File: src/hdl/hsv_to_rgb_converter_defines.svh
// ----------------------------------------------------------------------------
// hsv_to_rgb_converter_defines
// Assertion macros used by the color converter RTL; compiled out when
// NO_ASSERTIONS is defined. The enclosing module provides clk and rst_n.
// ----------------------------------------------------------------------------
`ifndef HSV_TO_RGB_CONVERTER_DEFINES_SVH
`define HSV_TO_RGB_CONVERTER_DEFINES_SVH

`ifndef NO_ASSERTIONS

// same-cycle implication, checked out of reset
`define HSV_ASSERT_IMP(lbl, ante, cons, msg) \
  lbl: assert property (@(posedge clk) disable iff (!rst_n) (ante) |-> (cons)) \
    else $error(msg);

// next-cycle implication, checked out of reset
`define HSV_ASSERT_NXT(lbl, ante, cons, msg) \
  lbl: assert property (@(posedge clk) disable iff (!rst_n) (ante) |=> (cons)) \
    else $error(msg);

`else

`define HSV_ASSERT_IMP(lbl, ante, cons, msg)
`define HSV_ASSERT_NXT(lbl, ante, cons, msg)

`endif

`endif

File: src/hdl/hsv2rgb_pkg.sv
// ----------------------------------------------------------------------------
// hsv2rgb_pkg
// Widths, constants and the sextant code of the hsv to rgb converter.
// ----------------------------------------------------------------------------
package hsv2rgb_pkg;

  // field widths
  localparam int unsigned HUE_W  = 9;
  localparam int unsigned CH_W   = 8;
  localparam int unsigned PROD_W = 2 * CH_W;   // v*s and 255*v - v*s
  localparam int unsigned K_W    = 6;          // k in 0..60
  localparam int unsigned HM_W   = 7;          // hue mod 120
  localparam int unsigned NUM_W  = 22;         // numerator over 15300

  // angles and scale
  localparam int unsigned DEG_SEXTANT = 60;
  localparam int unsigned DEG_THIRD   = 120;
  localparam int unsigned HUE_180     = 180;
  localparam int unsigned HUE_240     = 240;
  localparam int unsigned HUE_300     = 300;
  localparam int unsigned HUE_360     = 360;
  localparam int unsigned HUE_480     = 480;
  localparam int unsigned FULL_SCALE  = 255;
  localparam int unsigned DENOM       = FULL_SCALE * DEG_SEXTANT;

  // reciprocal division: q0 = (n * RECIP) >> SHIFT, low by at most one
  localparam int unsigned SHIFT_X = 24;
  localparam int unsigned RECIP_X = (1 << SHIFT_X) / DENOM;
  localparam int unsigned PX_W    = NUM_W + 11;
  localparam int unsigned SHIFT_M = 16;
  localparam int unsigned RECIP_M = (1 << SHIFT_M) / FULL_SCALE;
  localparam int unsigned PM_W    = PROD_W + 9;

  // sextant of the hue, names give the (r, g, b) roles
  typedef enum logic [2:0] {
    SEXT_CXZ = 3'd0,   // 0..59
    SEXT_XCZ = 3'd1,   // 60..119
    SEXT_ZCX = 3'd2,   // 120..179
    SEXT_ZXC = 3'd3,   // 180..239
    SEXT_XZC = 3'd4,   // 240..299
    SEXT_CZX = 3'd5    // 300 and above
  } sext_t;

endpackage

File: src/hdl/hsv_to_rgb_converter.sv
// ----------------------------------------------------------------------------
// hsv_to_rgb_converter
// Pipelined hsv to rgb color conversion with truncating fixed-point math.
// ----------------------------------------------------------------------------
// A color enters and its rgb passes through the stage registers: stage one
// forms v*s, hue mod 120 and the sextant, stage two the numerators, stage
// three the reciprocal multiplies, stage four the remainder correction and
// channel placement into the output register. One request per cycle is
// taken while the output is not stalled; out_stall holds only full stages,
// so bubbles are squeezed out and in_stall rises only when all four stages
// hold data. Hues of 360 and above land in the last sextant.
`include "hsv_to_rgb_converter_defines.svh"

module hsv_to_rgb_converter
  import hsv2rgb_pkg::*;
(
  input  logic             clk,
  input  logic             rst_n,
  input  logic             in_valid,
  output logic             in_stall,
  input  logic [HUE_W-1:0] in_hue,
  input  logic [CH_W-1:0]  in_saturation,
  input  logic [CH_W-1:0]  in_brightness,
  output logic             out_valid,
  input  logic             out_stall,
  output logic [CH_W-1:0]  out_red,
  output logic [CH_W-1:0]  out_green,
  output logic [CH_W-1:0]  out_blue
);

  // stage enables, last stage first
  logic en1, en2, en3, en4;
  logic s1_vld_r, s2_vld_r, s3_vld_r, s4_vld_r;

  assign en4 = !s4_vld_r || !out_stall;
  assign en3 = !s3_vld_r || en4;
  assign en2 = !s2_vld_r || en3;
  assign en1 = !s1_vld_r || en2;
  assign in_stall = !en1;

  // valid bits travel with the data
  always_ff @(posedge clk) begin
    if (!rst_n) begin
      s1_vld_r <= 1'b0;
      s2_vld_r <= 1'b0;
      s3_vld_r <= 1'b0;
      s4_vld_r <= 1'b0;
    end else begin
      if (en1) s1_vld_r <= in_valid;
      if (en2) s2_vld_r <= s1_vld_r;
      if (en3) s3_vld_r <= s2_vld_r;
      if (en4) s4_vld_r <= s3_vld_r;
    end
  end

  // stage 1: v*s, hue mod 120, k and sextant
  logic [PROD_W-1:0] s1_vs_r, s1_vs_nxt;
  logic [K_W-1:0]    s1_k_r, s1_k_nxt;
  sext_t             s1_sext_r, s1_sext_nxt;
  logic [CH_W-1:0]   s1_bri_r;
  logic [HM_W-1:0]   hue_mod;
  logic [HM_W-1:0]   hue_dist;

  always_comb begin
    s1_vs_nxt = PROD_W'(in_brightness) * PROD_W'(in_saturation);

    priority if (in_hue >= HUE_W'(HUE_480)) hue_mod = HM_W'(in_hue - HUE_W'(HUE_480));
    else if (in_hue >= HUE_W'(HUE_360))     hue_mod = HM_W'(in_hue - HUE_W'(HUE_360));
    else if (in_hue >= HUE_W'(HUE_240))     hue_mod = HM_W'(in_hue - HUE_W'(HUE_240));
    else if (in_hue >= HUE_W'(DEG_THIRD))   hue_mod = HM_W'(in_hue - HUE_W'(DEG_THIRD));
    else                                    hue_mod = HM_W'(in_hue);

    if (hue_mod >= HM_W'(DEG_SEXTANT)) begin
      hue_dist = hue_mod - HM_W'(DEG_SEXTANT);
    end else begin
      hue_dist = HM_W'(DEG_SEXTANT) - hue_mod;
    end
    s1_k_nxt = K_W'(HM_W'(DEG_SEXTANT) - hue_dist);

    priority if (in_hue < HUE_W'(DEG_SEXTANT)) s1_sext_nxt = SEXT_CXZ;
    else if (in_hue < HUE_W'(DEG_THIRD))       s1_sext_nxt = SEXT_XCZ;
    else if (in_hue < HUE_W'(HUE_180))         s1_sext_nxt = SEXT_ZCX;
    else if (in_hue < HUE_W'(HUE_240))         s1_sext_nxt = SEXT_ZXC;
    else if (in_hue < HUE_W'(HUE_300))         s1_sext_nxt = SEXT_XZC;
    else                                       s1_sext_nxt = SEXT_CZX;
  end

  always_ff @(posedge clk) begin
    if (en1) begin
      s1_vs_r   <= s1_vs_nxt;
      s1_k_r    <= s1_k_nxt;
      s1_sext_r <= s1_sext_nxt;
      s1_bri_r  <= in_brightness;
    end
  end

  // stage 2: m numerator over 255 and x+m numerator over 15300
  logic [PROD_W-1:0] s2_base_r, s2_base_nxt;
  logic [NUM_W-1:0]  s2_num_r, s2_num_nxt;
  sext_t             s2_sext_r;
  logic [CH_W-1:0]   s2_bri_r;

  always_comb begin
    s2_base_nxt = PROD_W'({s1_bri_r, {CH_W{1'b0}}} - (PROD_W + 1)'(s1_bri_r)
                          - (PROD_W + 1)'(s1_vs_r));
    s2_num_nxt  = NUM_W'(s2_base_nxt) * NUM_W'(DEG_SEXTANT)
                + NUM_W'(s1_vs_r) * NUM_W'(s1_k_r);
  end

  always_ff @(posedge clk) begin
    if (en2) begin
      s2_base_r <= s2_base_nxt;
      s2_num_r  <= s2_num_nxt;
      s2_sext_r <= s1_sext_r;
      s2_bri_r  <= s1_bri_r;
    end
  end

  // stage 3: reciprocal multiplies, estimates low by at most one
  logic [PX_W-1:0]   prod_x;
  logic [PM_W-1:0]   prod_m;
  logic [CH_W-1:0]   s3_q0x_r, s3_q0m_r;
  logic [PROD_W-1:0] s3_base_r;
  logic [NUM_W-1:0]  s3_num_r;
  sext_t             s3_sext_r;
  logic [CH_W-1:0]   s3_bri_r;

  assign prod_x = PX_W'(s2_num_r) * PX_W'(RECIP_X);
  assign prod_m = PM_W'(s2_base_r) * PM_W'(RECIP_M);

  always_ff @(posedge clk) begin
    if (en3) begin
      s3_q0x_r  <= prod_x[SHIFT_X +: CH_W];
      s3_q0m_r  <= prod_m[SHIFT_M +: CH_W];
      s3_base_r <= s2_base_r;
      s3_num_r  <= s2_num_r;
      s3_sext_r <= s2_sext_r;
      s3_bri_r  <= s2_bri_r;
    end
  end

  // stage 4: remainder correction and channel placement
  logic [NUM_W-1:0]  rem_x;
  logic [PROD_W-1:0] rem_m;
  logic [CH_W-1:0]   ch_x, ch_m;
  logic [CH_W-1:0]   red_nxt, green_nxt, blue_nxt;
  logic [CH_W-1:0]   out_red_r, out_green_r, out_blue_r;

  always_comb begin
    rem_x = s3_num_r - NUM_W'(s3_q0x_r) * NUM_W'(DENOM);
    rem_m = s3_base_r - PROD_W'(s3_q0m_r) * PROD_W'(FULL_SCALE);
    ch_x  = s3_q0x_r + CH_W'(rem_x >= NUM_W'(DENOM));
    ch_m  = s3_q0m_r + CH_W'(rem_m >= PROD_W'(FULL_SCALE));

    unique case (s3_sext_r)
      SEXT_CXZ: begin red_nxt = s3_bri_r; green_nxt = ch_x;     blue_nxt = ch_m;     end
      SEXT_XCZ: begin red_nxt = ch_x;     green_nxt = s3_bri_r; blue_nxt = ch_m;     end
      SEXT_ZCX: begin red_nxt = ch_m;     green_nxt = s3_bri_r; blue_nxt = ch_x;     end
      SEXT_ZXC: begin red_nxt = ch_m;     green_nxt = ch_x;     blue_nxt = s3_bri_r; end
      SEXT_XZC: begin red_nxt = ch_x;     green_nxt = ch_m;     blue_nxt = s3_bri_r; end
      default:  begin red_nxt = s3_bri_r; green_nxt = ch_m;     blue_nxt = ch_x;     end
    endcase
  end

  always_ff @(posedge clk) begin
    if (en4) begin
      out_red_r   <= red_nxt;
      out_green_r <= green_nxt;
      out_blue_r  <= blue_nxt;
    end
  end

  assign out_valid = s4_vld_r;
  assign out_red   = out_red_r;
  assign out_green = out_green_r;
  assign out_blue  = out_blue_r;

  // reciprocal estimates are never off by more than one
  `HSV_ASSERT_IMP(a_rem_x_bound, s3_vld_r, rem_x < NUM_W'(2 * DENOM), "x quotient off by more than one")
  `HSV_ASSERT_IMP(a_rem_m_bound, s3_vld_r, rem_m < PROD_W'(2 * FULL_SCALE), "m quotient off by more than one")
  // input is held back only when every stage is full
  `HSV_ASSERT_IMP(a_stall_full, in_stall, s1_vld_r && s2_vld_r && s3_vld_r && s4_vld_r, "stall with a free stage")
  // a full stage behind a stalled output is kept
  `HSV_ASSERT_NXT(a_hold_s3, s3_vld_r && s4_vld_r && out_stall, s3_vld_r && $stable(s3_num_r), "stage three lost under stall")

endmodule

File: config.mk
export PLATFORM = sky130hd
export DESIGN_NAME = hsv_to_rgb_converter
export DESIGN_NICKNAME = d
export VERILOG_FILES = /design/src/hdl/hsv2rgb_pkg.sv /design/src/hdl/hsv_to_rgb_converter.sv
export VERILOG_INCLUDE_DIRS = /design/src /design/src/hdl
export SDC_FILE = /design/constraint.sdc
export NUM_CORES = 1
export LEC_CHECK = 0
export BUFFER_PORTS_ARGS = -buffer_cell sky130_fd_sc_hd__buf_2
export CAP_MARGIN = 30
export CORE_MARGIN = 2
export CORE_UTILIZATION = 60
export DETAILED_ROUTE_END_ITERATION = 7
export PLACE_DENSITY = 0.86
export SLEW_MARGIN = 20
export SYNTH_ARGS = -nofsm -noshare
export SYNTH_HDL_FRONTEND = slang
export SYNTH_SLANG_ARGS = --single-unit
File: constraint.sdc
create_clock -name clk -period 15.3 [get_ports clk]
set_input_delay 3.06 -clock clk [delete_from_list [all_inputs] [get_ports clk]]
set_output_delay 3.06 -clock clk [all_outputs]
set_load 0.02 [all_outputs]
# Word-level counts from Yosys, hierarchy flattened
# Index checks and enable logic that the tools add are counted.
[op_classes] n_reduce_logical=19 n_lt_le_gt_ge=12 div=0 bitwise_logic=0 n_eq_ne=4 add_sub_neg=14 n_mux=12 n_shift=0 n_mul=7
[op_table] operator="case mux 8 bit (2 select lines)" count=3
[op_table] operator="subtractor 16 bit" count=2
[op_table] operator="multiplier 22 x 8 -> 29 bit (second input constant)" count=1
[op_table] operator="2-to-1 mux 7 bit" count=4
[op_table] operator="subtractor 7 bit (second input constant)" count=4
[op_table] operator="multiplier 16 x 9 -> 24 bit (second input constant)" count=1
[op_table] operator="adder 22 bit" count=1
[op_table] operator="greater-or-equal comparator 22 x 14 -> 1 bit (second input constant)" count=1
[op_table] operator="multiplier 16 x 6 -> 22 bit" count=1
[op_table] operator="subtractor 22 bit" count=1
[op_table] operator="multiplier 16 x 4 -> 20 bit (second input constant)" count=1
[op_table] operator="multiplier 8 x 12 -> 20 bit (second input constant)" count=1
[op_table] operator="greater-or-equal comparator 9 bit (second input constant)" count=2
[op_table] operator="< comparator 9 x 8 -> 1 bit (second input constant)" count=2
[op_table] operator="adder 8 x 1 -> 8 bit" count=2
[op_table] operator="greater-or-equal comparator 16 x 8 -> 1 bit (second input constant)" count=1
[op_table] operator="multiplier 8 x 8 -> 16 bit" count=1
[op_table] operator="multiplier 8 x 8 -> 16 bit (second input constant)" count=1
[op_table] operator="subtractor 16 x 8 -> 16 bit" count=1
[op_table] operator="OR reduction 2 bit" count=7
[op_table] operator="subtractor 6 bit (first input constant)" count=2
[op_table] operator="greater-or-equal comparator 9 x 7 -> 1 bit (second input constant)" count=1
[op_table] operator="greater-or-equal comparator 9 x 8 -> 1 bit (second input constant)" count=1
[op_table] operator="< comparator 9 x 6 -> 1 bit (second input constant)" count=1
[op_table] operator="other kinds (14)" count=25
[totals] ram_bits=0 memories=0 in_bits=29 rom_bits=0 output_inout_bits=26 latch_bits=0 register_bits=175

# Logic depth before layout (Yosys ltp)
[depth] ltp_word=8 depth_mapped=32 ltp_nobuf=32

# Worst setup path after synthesis
# OpenSTA, ideal clock, no wires.
[synth_timing] kind="input to output" from="input port out_stall" to="output port in_stall" t_arrival_ps=4565 t_required_ps=12240 stages=3 n_path_buf=0 slack_ps=7675 cell_sequence="and3_1 -> nand3_1 -> inv_1"
[synth_via] elab_chain_len=6
[synth_rtl] item="start, declared" line_no="hsv_to_rgb_converter.sv:25" source="input logic out_stall,"
[synth_rtl] item="zero test 1 bit" line_no="hsv_to_rgb_converter.sv:35" source="assign en4 = !s4_vld_r || !out_stall;"
[synth_rtl] item="logical OR 1 bit" line_no="hsv_to_rgb_converter.sv:35"
[synth_rtl] item="logical OR 1 bit" line_no="hsv_to_rgb_converter.sv:36" source="assign en3 = !s3_vld_r || en4;"
[synth_rtl] item="logical OR 1 bit" line_no="hsv_to_rgb_converter.sv:37" source="assign en2 = !s2_vld_r || en3;"
[synth_rtl] item="logical OR 1 bit" line_no="hsv_to_rgb_converter.sv:38" source="assign en1 = !s1_vld_r || en2;"
[synth_rtl] item="zero test 1 bit" line_no="hsv_to_rgb_converter.sv:39" source="assign in_stall = !en1;"
[synth_rtl] item="end, declared" line_no="hsv_to_rgb_converter.sv:20" source="output logic in_stall,"
# Every way passes these cells.

# Final worst setup path
[layout_timing] from="register s1_vs_r[1]" to="register s2_num_r[21], data pin"
[layout_via] elab_chain_len=3 elab_cells_between_ends=4 cone_classes="add/sub (2); mul (2)"
[layout_rtl] item="start, declared" line_no="hsv_to_rgb_converter.sv:57" source="logic [PROD_W-1:0] s1_vs_r, s1_vs_nxt;"
[layout_rtl] item="start signal, assigned" line_no="hsv_to_rgb_converter.sv:90" source="s1_vs_r <= s1_vs_nxt;"
[layout_rtl] item="subtractor 16 bit" line_no="hsv_to_rgb_converter.sv:105" source="- (PROD_W + 1)'(s1_vs_r));"
[layout_rtl] item="via s2_base_nxt[9]" line_no="hsv_to_rgb_converter.sv:98" source="logic [PROD_W-1:0] s2_base_r, s2_base_nxt;"
[layout_rtl] item="multiplier 16 x 4 -> 20 bit" line_no="hsv_to_rgb_converter.sv:106" source="s2_num_nxt = NUM_W'(s2_base_nxt) * NUM_W'(DEG_SEXTANT)"
[layout_rtl] item="adder 22 bit" line_no="hsv_to_rgb_converter.sv:107" source="+ NUM_W'(s1_vs_r) * NUM_W'(s1_k_r);"
[layout_rtl] item="via s2_num_nxt[21]" line_no="hsv_to_rgb_converter.sv:99" source="logic [NUM_W-1:0] s2_num_r, s2_num_nxt;"
[layout_rtl] item="end signal, assigned" line_no="hsv_to_rgb_converter.sv:113" source="s2_num_r <= s2_num_nxt;"
[layout_rtl] item="end, declared" line_no="hsv_to_rgb_converter.sv:99"
# The timed path passes the listed nets, and every way through them passes these cells.
# A chain may end at the register's enable or synchronous reset.

==> results.json <==
{
  "max_stage_delay_ns": 0.53,
  "critPathKind": "reg2reg",
  "vias_per_cell": 5.82,
  "worst_slew_pin_slew_ns": 0.951,
  "wl_met2_um": 23600,
  "mostFrequentLayoutCells": "inv_1, ha_1, fa_1, edfxtp_1, nand2_1",
  "ys_ff_latch": 173,
  "syn_area_um2": 21600,
  "n_fill_cell": 2643,
  "startpoint_type": "flip-flop",
  "async_reset_ff_share_pct": 0,
  "htree_levels": 4,
  "post_cts_buffers": 0,
  "die_area_um2": 37500,
  "grt_usage_pct": 25.4,
  "post_cts_resized": 0,
  "clkLatencyLatePin_ns": 0.45,
  "post-route-period-util_pct": 52.6,
  "synth.avg_cell_area_um2": 9.97,
  "n_antenna_cell": 0,
  "nNetsFinal": 2813,
  "ios": 55,
  "critical-path-slowest-cell": "fa_1",
  "synth.distinct_cells": 74,
  "antenna_found_initial": 0,
  "final_max_slew_viol_count": 0,
  "cts_sinks": 173,
  "status": "finished, final reports clean",
  "grt_pass1_vias": 16400,
  "wl_per_cell_um": 17.1,
  "synth-warning-count": 0,
  "dpl.hpwl_um": 37900,
  "dr.pass1.iters": 7,
  "hold-path-cell-count": 0,
  "die_h_um": 194,
  "slew_headroom_pct": 36.6,
  "grt_max_degree": 64,
  "cts_tree": "done",
  "wl_met3_um": 2510,
  "critPathRequiredTime_ns": 15.47,
  "rows": 69,
  "setup_viol": 0,
  "multi_input_area_um2": 14700,
  "regArea_um2": 5150,
  "overflow": 0,
  "start_util_pct": 60.9,
  "gp_congestion": 0.911,
  "ys.flop_type": "edfxtp_1",
  "final_cells": 2700,
  "clk_pin_slew_ns": 0.07,
  "path_max_fanout": 7,
  "endpoint_kind": "flip-flop",
  "wl_um": 46200,
  "cp.arrival_ns": 8.21,
  "drt-initial-drc-count": 972,
  "r2r_cells": 32,
  "dp_cells": 2666,
  "clockBufferDepth": 2,
  "synth-edff-count": 169,
  "drc": 0,
  "highest_layer": "met4",
  "rsz0062_at_grt": "false",
  "wl_met1_um": 18400,
  "mostFrequentLayoutCell": "inv_1",
  "synthCells": 2167,
  "cts_root_buffer": "clkbuf_16",
  "portBuffers": 54,
  "drv_cap": 0,
  "hold_violations": 0,
  "hold_ws_ns": 0.414,
  "hold_buffers": 0,
  "finClkSkew_ns": 0.0154,
  "cts_buffers": 17,
  "max_freq_ghz": 0.124,
  "syn-num-nets": 2754,
  "grt_pass1_wl_um": 77700,
  "vias": 15700,
  "syn2layout_area_growth_pct": 6.57,
  "die_w_um": 194,
  "drive_above_1_share_pct": 5.27,
  "worst_hold_path_type": "reg2reg",
  "ant_nets": 0,
  "layout_min_cycle_time_ns": 8.05,
  "core_area_um2": 35500,
  "fin_tns_setup_ns": 0,
  "ys_seq_area_share_pct": 23.9
}
## sequential cells by signal, summed over array words and instances (netlist names)
| name | count |
|---|---|
| s2_num_r | 22 |
| s3_num_r | 20 |
| s1_vs_r | 16 |
| s2_base_r | 16 |
| s3_base_r | 16 |
| out_blue | 8 |
| out_green | 8 |
| out_red | 8 |
| s1_bri_r | 8 |
| s2_bri_r | 8 |
| s3_bri_r | 8 |
| s3_q0m_r | 8 |
| s3_q0x_r | 8 |
| s1_k_r | 6 |
| s1_sext_r | 3 |
| s2_sext_r | 3 |
| s3_sext_r | 3 |
| out_valid | 1 |
| s1_vld_r | 1 |
| s2_vld_r | 1 |
| s3_vld_r | 1 |
## synthesized netlist by cell type, drive strengths merged (15+ instances only)
library cell	count	share of area (%)
a21o	31	1.1
a21oi	85	2.0
and2	82	2.4
clkbuf	18	0.31
edfxtp	169	23
fa	225	21
ha	333	19
inv	446	7.8
mux2i	31	1.4
nand2	139	2.4
nand3	30	0.70
nor2	98	1.7
nor2b	15	0.43
nor3	24	0.56
o21a	18	0.63
o21ai	66	1.5
o22ai	27	0.78
xnor2	80	3.2
xor2	44	1.8
## logic make-up (layout without fill, tap and decap cells)
kind of cell / after synthesis / in the layout / synth area share, %
and+or+nand+nor: 465 / 465 / 10.6
adders and majority gates: 558 / 558 / 40.1
AOI/OAI and AO/OA: 347 / 347 / 10.8
xor gates and xnor gates: 124 / 124 / 5.03
DFF: 173 / 173 / 23.9
buffers and inverters: 469 / 541 / 8.19
muxes: 31 / 31 / 1.44
## per-stage QoR
stage	instance area, um^2	setup slack [ns]	utilization [%]
final	23000	7.25	64.9
after floorplan	21600	7.67	-
after global routing	23000	6.68	64.9
after CTS	23000	7.29	64.8
after detailed placement	22400	7.38	63.1
after global placement	22400	7.58	63.1
## final cells by class
| type | instances | share of cell area, % |
|---|---|---|
| clock buffer | 17 | 1.85 |
| clock inverter | 15 | 0.734 |
| inverter | 447 | 7.29 |
| multi-input combinational | 1525 | 63.8 |
| sequential | 173 | 22.4 |
| tap | 461 | 2.51 |
| timing repair buffer | 62 | 1.47 |
## critical path, delay by kind of cell, from the launching register on
family / cells / cell delay (ns)
flip-flops: 1 / 0.49
buffers and inverters: 5 / 0.38
AO/OA/AOI/OAI: 14 / 2.60
AND/OR/NAND/NOR: 2 / 0.57
adder cells (fa/ha/maj): 8 / 3.16
XOR/XNOR: 3 / 0.58
## routing by layer
metal / vias to the layer above / track usage [%]
li1: 7361 / -
met1: 7674 / 31.0
met2: 543 / 44.9
met3: 127 / 3.93
met4: 0 / 10.2
met5: - / 0
## path summary, 6_finish.rpt
| kind | end | start | slack, ns |
|---|---|---|---|
| worst max register to register | s2_num_r[21] | s1_vs_r[1] | 7.25 |
| worst max-delay path | s2_num_r[21] | s1_vs_r[1] | 7.25 |
| worst min register to register | s3_bri_r[4] | s2_bri_r[4] | 0.41 |
| worst min-delay path | s3_bri_r[4] | s2_bri_r[4] | 0.41 |
Power is left out: the tool's default activity adds up to more than one toggle a clock period on the data nets, which glitch-free logic cannot reach.
